`config.mk`:
```
export PLATFORM = sky130hd
export DESIGN_NAME = sem_ctrl
export DESIGN_NICKNAME = d
export VERILOG_FILES = /design/src/rtl/core/sem_pkg.sv /design/src/rtl/core/sem_ctrl.sv
export SDC_FILE = /design/constraint.sdc
export NUM_CORES = 1
export LEC_CHECK = 0
export BUFFER_PORTS_ARGS = -buffer_cell sky130_fd_sc_hd__buf_2
export CAP_MARGIN = 5
export CORE_AREA = 3 3 40 42
export CTS_BUF_LIST = sky130_fd_sc_hd__clkbuf_16
export DETAILED_ROUTE_END_ITERATION = 8
export DIE_AREA = 0 0 43 45
export PLACE_DENSITY = 0.39
export SLEW_MARGIN = 20
export SYNTH_ARGS = -nofsm -noshare
export SYNTH_HDL_FRONTEND = slang
export SYNTH_SLANG_ARGS = --single-unit
```
`constraint.sdc`:
```
create_clock -name i_clk -period 1.1 [get_ports i_clk]
set_input_delay 0.22 -clock i_clk [delete_from_list [all_inputs] [get_ports i_clk]]
set_output_delay 0.22 -clock i_clk [all_outputs]
set_load 0.01 [all_outputs]
```
`src/rtl/core/sem_pkg.sv`:
```
// Shared types and constants for the Sobel edge magnitude core.
// No dependencies; imported by the controller, the datapath and the top level.
`timescale 1ns / 1ps
`default_nettype none

package sem_pkg;

    // Line store depth and derived column counter width
    localparam int MAX_WIDTH  = 2048;
    localparam int COL_W      = $clog2(MAX_WIDTH);
    localparam int MAX_HEIGHT = 4095;

    // Configuration register fields
    localparam int CFG_W = 12;
    localparam int ROW_W = 12;
    // Width used when comparing counters against clamped sizes
    localparam int EXT_W = (COL_W + 1 > CFG_W) ? COL_W + 1 : CFG_W;

    localparam logic [CFG_W-1:0] IMAGE_WIDTH_RESET  = CFG_W'(640);
    localparam logic [CFG_W-1:0] IMAGE_HEIGHT_RESET = CFG_W'(480);

    // Register indexes on the configuration port
    localparam logic REG_IMAGE_WIDTH  = 1'b0;
    localparam logic REG_IMAGE_HEIGHT = 1'b1;

    // Luma weights over 65536
    localparam logic [15:0] WEIGHT_BLUE  = 16'd4732;
    localparam logic [15:0] WEIGHT_GREEN = 16'd46871;
    localparam logic [15:0] WEIGHT_RED   = 16'd13933;

    localparam int PIX_W  = 8;
    localparam int GRAD_W = 11;   // signed, holds +/-1020
    localparam int SUM_W  = 21;   // gx^2 + gy^2 at most 2080800
    localparam int BIT_W  = 3;    // square root bit index

    typedef enum logic [2:0] {
        S_IDLE,
        S_GRAY,
        S_GRAD,
        S_SQ,
        S_SQRT,
        S_DONE
    } t_state;

    typedef struct packed {
        logic accept;
        logic gray_en;
        logic grad_en;
        logic sq_en;
        logic sqrt_step;
        logic out_load;
    } t_cmd;

    typedef struct packed {
        logic has_result;
        logic sqrt_last;
        logic out_free;
    } t_status;

endpackage

`default_nettype wire

```
`src/rtl/core/sem_ctrl.sv`:
```
// Controller state machine of the Sobel edge magnitude core.
// Depends on sem_pkg for the state type and the command/status structs.
`timescale 1ns / 1ps
`default_nettype none

module sem_ctrl
    import sem_pkg::*;
(
    input  wire logic    i_clk,
    input  wire logic    i_rst_n,
    input  wire logic    i_in_valid,
    output logic         o_in_ready,
    input  wire t_status i_status,
    output t_cmd         o_cmd
);

    t_state r_state;
    t_state n_state;

    always_ff @(posedge i_clk) begin
        if (!i_rst_n) begin
            r_state <= S_IDLE;
        end else begin
            r_state <= n_state;
        end
    end

    always_comb begin
        n_state = r_state;
        unique case (r_state)
            S_IDLE: begin
                if (i_in_valid) n_state = S_GRAY;
            end
            S_GRAY: n_state = S_GRAD;
            S_GRAD: begin
                n_state = i_status.has_result ? S_SQ : S_IDLE;
            end
            S_SQ:   n_state = S_SQRT;
            S_SQRT: begin
                if (i_status.sqrt_last) n_state = S_DONE;
            end
            S_DONE: begin
                if (i_status.out_free) n_state = S_IDLE;
            end
            default: n_state = S_IDLE;
        endcase
    end

    always_comb begin
        o_cmd      = '0;
        o_in_ready = 1'b0;
        unique case (r_state)
            S_IDLE: begin
                o_in_ready   = 1'b1;
                o_cmd.accept = i_in_valid;
            end
            S_GRAY: o_cmd.gray_en   = 1'b1;
            S_GRAD: o_cmd.grad_en   = 1'b1;
            S_SQ:   o_cmd.sq_en     = 1'b1;
            S_SQRT: o_cmd.sqrt_step = 1'b1;
            S_DONE: o_cmd.out_load  = i_status.out_free;
            default: o_cmd = '0;
        endcase
    end

    a_accept_to_gray: assert property (@(posedge i_clk) disable iff (!i_rst_n)
        o_cmd.accept |=> r_state == S_GRAY)
        else $error("accepted transaction did not advance to gray conversion");

    a_border_skips: assert property (@(posedge i_clk) disable iff (!i_rst_n)
        (r_state == S_GRAD && !i_status.has_result) |=> r_state == S_IDLE)
        else $error("border pixel did not return to idle");

    a_sqrt_holds: assert property (@(posedge i_clk) disable iff (!i_rst_n)
        (r_state == S_SQRT && !i_status.sqrt_last) |=> r_state == S_SQRT)
        else $error("square root left before its last step");

endmodule

`default_nettype wire

```
==> impl_metrics.toml <==
[layout]
n_antenna_cell = 0
area_growth_pct = 94.4
layout_commonest_cell = "sky130_fd_sc_hd__buf_2"
layout-drive-gt1-share = 0.622
nets = 52
most_frequent_cells_in_the_layout = "sky130_fd_sc_hd__buf_2 (12), sky130_fd_sc_hd__buf_4 (4), sky130_fd_sc_hd__nor2_1 (3), sky130_fd_sc_hd__clkbuf_16 (3), sky130_fd_sc_hd__dfxtp_4 (3)"
utilization = 0.335
largest_register_ff_count = 3
reg_top3 = "r_state x3"
max_flop_register = "r_state"

[global_route]
grt_pass1_vias = 259
overflow = 0
globalRoute.busiestLayer = "met2"
globalRouteMet3Util = 0.0677
grt_start_max_net_pins = 10
global_route.usage.met1 = 0.0743
number_of_antenna_violations_at_the_first_check_in_global_routing = 0
use_met2 = 0.126
wire_length_of_the_first_global_routing_pass_um = 1060
gr-usage-all-layers = 0.0773

[sta]
setup_violations = 8
setup_repair_after_global_routing_missed_its_margin = "true"
tns_ns = -0.584
fin_skew_ns = 0.00233
setup_slack_ns = -0.134
slew_viol_final = 0
min_period_over_period = 1.12
timing.fmax_ghz = 0.811
max_slew_margin = 0.915
final-hold-violation-count = 0
min_period_ns = 1.23
slew_at_the_pin_closest_to_its_max_slew_limit_ns = 0.125

[floorplanning]
floorplan.initialDensity = 0.172
std_cell_rows = 13
coreArea_um2 = 1280
chipWidth_um = 43
num_io_pins = 13
floorplan.die.height_um = 45
fp.dieArea_um2 = 1940

[worst_hold_path]
hp-start = "i_rst_n"
holdPathStages = 2
worstHoldPathType = "primary input to register"
hold_end = "r_state[2]"

[worst_setup_path]
crit-reg2reg-capture = "r_state[1]"
reg2reg_slack_ns = -0.04
setup.worst_path.class = "register to output pin"
cp_data_arrival_time_ns = 1.01
timing.critical_path.required_ns = 0.88
worstPathMaxFanout = 6
endpoint_kind = "output pin"
regToRegStartpoint = "r_state[0]"
timing.reg2reg.worst_path_depth = 4
worst_setup_path_start_kind = "register"

[clock_tree]
tritoncts_clock_tree = "yes"
path_clk_slew_ns = 0.03
clock-root-buffer = "sky130_fd_sc_hd__clkbuf_16"
cts_max_level = 1
clk_path_buf_depth = 2
cts_made_buffers = 3
numClockSinks = 3
insertion_delay_ns = 0.22

[synthesis]
syn-cell-area_um2 = 221
sequential_to_total_area_share_from_yosys_stat = 0.271
synth.net_count = 33
yosysUniqueCellTypes = 17
syn_inst = 27
number_of_warnings_issued_by_yosys = 0
postSynthRegisterBits = 3
post_synthesis_average_cell_area_um2 = 8.20

[placement]
detailed_place_hpwl_um = 451
place.port_buffers = 12
gpl.final_weighted_congestion = 0.732

[power_and_ir_drop]
p_per_area_nw_per_um2 = 2010
max-vdd-ir-drop_mv = 1.37
power_mw = 0.865
leakage_nw = 0.218

[drt]
dr_total_vias = 238
detail_route.first_pass.iterations = 2
sum_of_routed_wire_length_over_all_layers_um = 627
drt_iter0_markers = 1
detail_route.drc_violations = 0
detail_route.wl_per_cell_um = 10.5
final_antenna_net_count = 0
via_per_inst = 3.97

[flow_run]
drv.max_cap_violation_count = 0

[status]
failed_checks = "negative setup slack"
status = "finished, violations left"
[Yosys cell counts]
master,instances,area share
sky130_fd_sc_hd__dfxtp_1,3,0.27
sky130_fd_sc_hd__nor2_1,3,0.051
sky130_fd_sc_hd__a21oi_1,2,0.045
sky130_fd_sc_hd__and2_1,2,0.056
sky130_fd_sc_hd__buf_2,2,0.045
sky130_fd_sc_hd__nand2_1,2,0.034
sky130_fd_sc_hd__nand2b_1,2,0.056
sky130_fd_sc_hd__nor3b_1,2,0.068
sky130_fd_sc_hd__and3b_1,1,0.040
sky130_fd_sc_hd__buf_4,1,0.034
sky130_fd_sc_hd__mux2_4,1,0.068
sky130_fd_sc_hd__mux2i_1,1,0.045
sky130_fd_sc_hd__nand2_2,1,0.028
sky130_fd_sc_hd__nor3_1,1,0.023
sky130_fd_sc_hd__nor3b_2,1,0.056
sky130_fd_sc_hd__o211a_1,1,0.045
sky130_fd_sc_hd__o21a_1,1,0.034
[kinds of logic after synthesis]
| kind of cell | count (synthesis) | synth area share |
|---|---|---|
| AND/OR/NAND/NOR | 15 | 0.412 |
| AO/OA/AOI/OAI | 4 | 0.124 |
| flip-flops | 3 | 0.271 |
| buffers and inverters | 3 | 0.0791 |
| multiplexers | 2 | 0.113 |
[power by group]
part	switching (mW)	total, mW	internal [mW]
combinational	0.0618	0.156	0.0940
sequential	0.0255	0.147	0.122
clock	0.0943	0.563	0.468
total	0.182	0.865	0.684
[final cells by class]
type,count,area (um2)
fill,152,855
multi-input combinational,21,160
timing repair buffer,17,101
clock buffer,3,75.1
sequential,3,71.3
tap,15,18.8
clock inverter,1,3.75
[metrics by stage]
step / setup slack (ns) / instances / instance area [um2] / hold slack (ns)
after global routing: -0.203 / 60 / 430 / 0.262
after detailed placement: -0.0239 / 53 / 309 / 0.476
after global placement: -0.0207 / 53 / 309 / 0.471
after CTS: -0.145 / 60 / 430 / 0.250
final: -0.134 / 60 / 430 / 0.246
after floorplan: 0.0229 / 27 / 233 / 0.338
[timing repair]
action	in CTS	in global routing
resized for setup	8	0
hold buffers	0	0
endpoints found under the setup margin	8	8
buffers inserted	3	0
cloned	0	0
[per-layer routing]
metal / up-vias / share of wire
met2: 9 / 0.48
met3: 0 / 0.093
met5: - / 0
li1: 127 / -
met1: 102 / 0.43
met4: 0 / 0
[worst max path at each step]
stage                from        to  slack, ns  cells after the start
2_1_floorplan  r_state[0]  o_cmd[5]       0.02                      3
3_3_place_gp   r_state[2]  o_cmd[0]      -0.02                      3
3_5_place_dp   r_state[0]  o_cmd[1]      -0.02                      3
4_1_cts        r_state[0]  o_cmd[5]      -0.14                      3
5_1_grt        r_state[0]  o_cmd[5]      -0.20                      3
6_report       r_state[0]  o_cmd[5]      -0.13                      3
[critical path, stage by stage, from the launching register on]
cell	delay, ns
sky130_fd_sc_hd__dfxtp_4	0.35
sky130_fd_sc_hd__nor3_4	0.18
sky130_fd_sc_hd__and2_1	0.13
sky130_fd_sc_hd__buf_2	0.12
No activity file was read; power rests on OpenSTA's default activity.
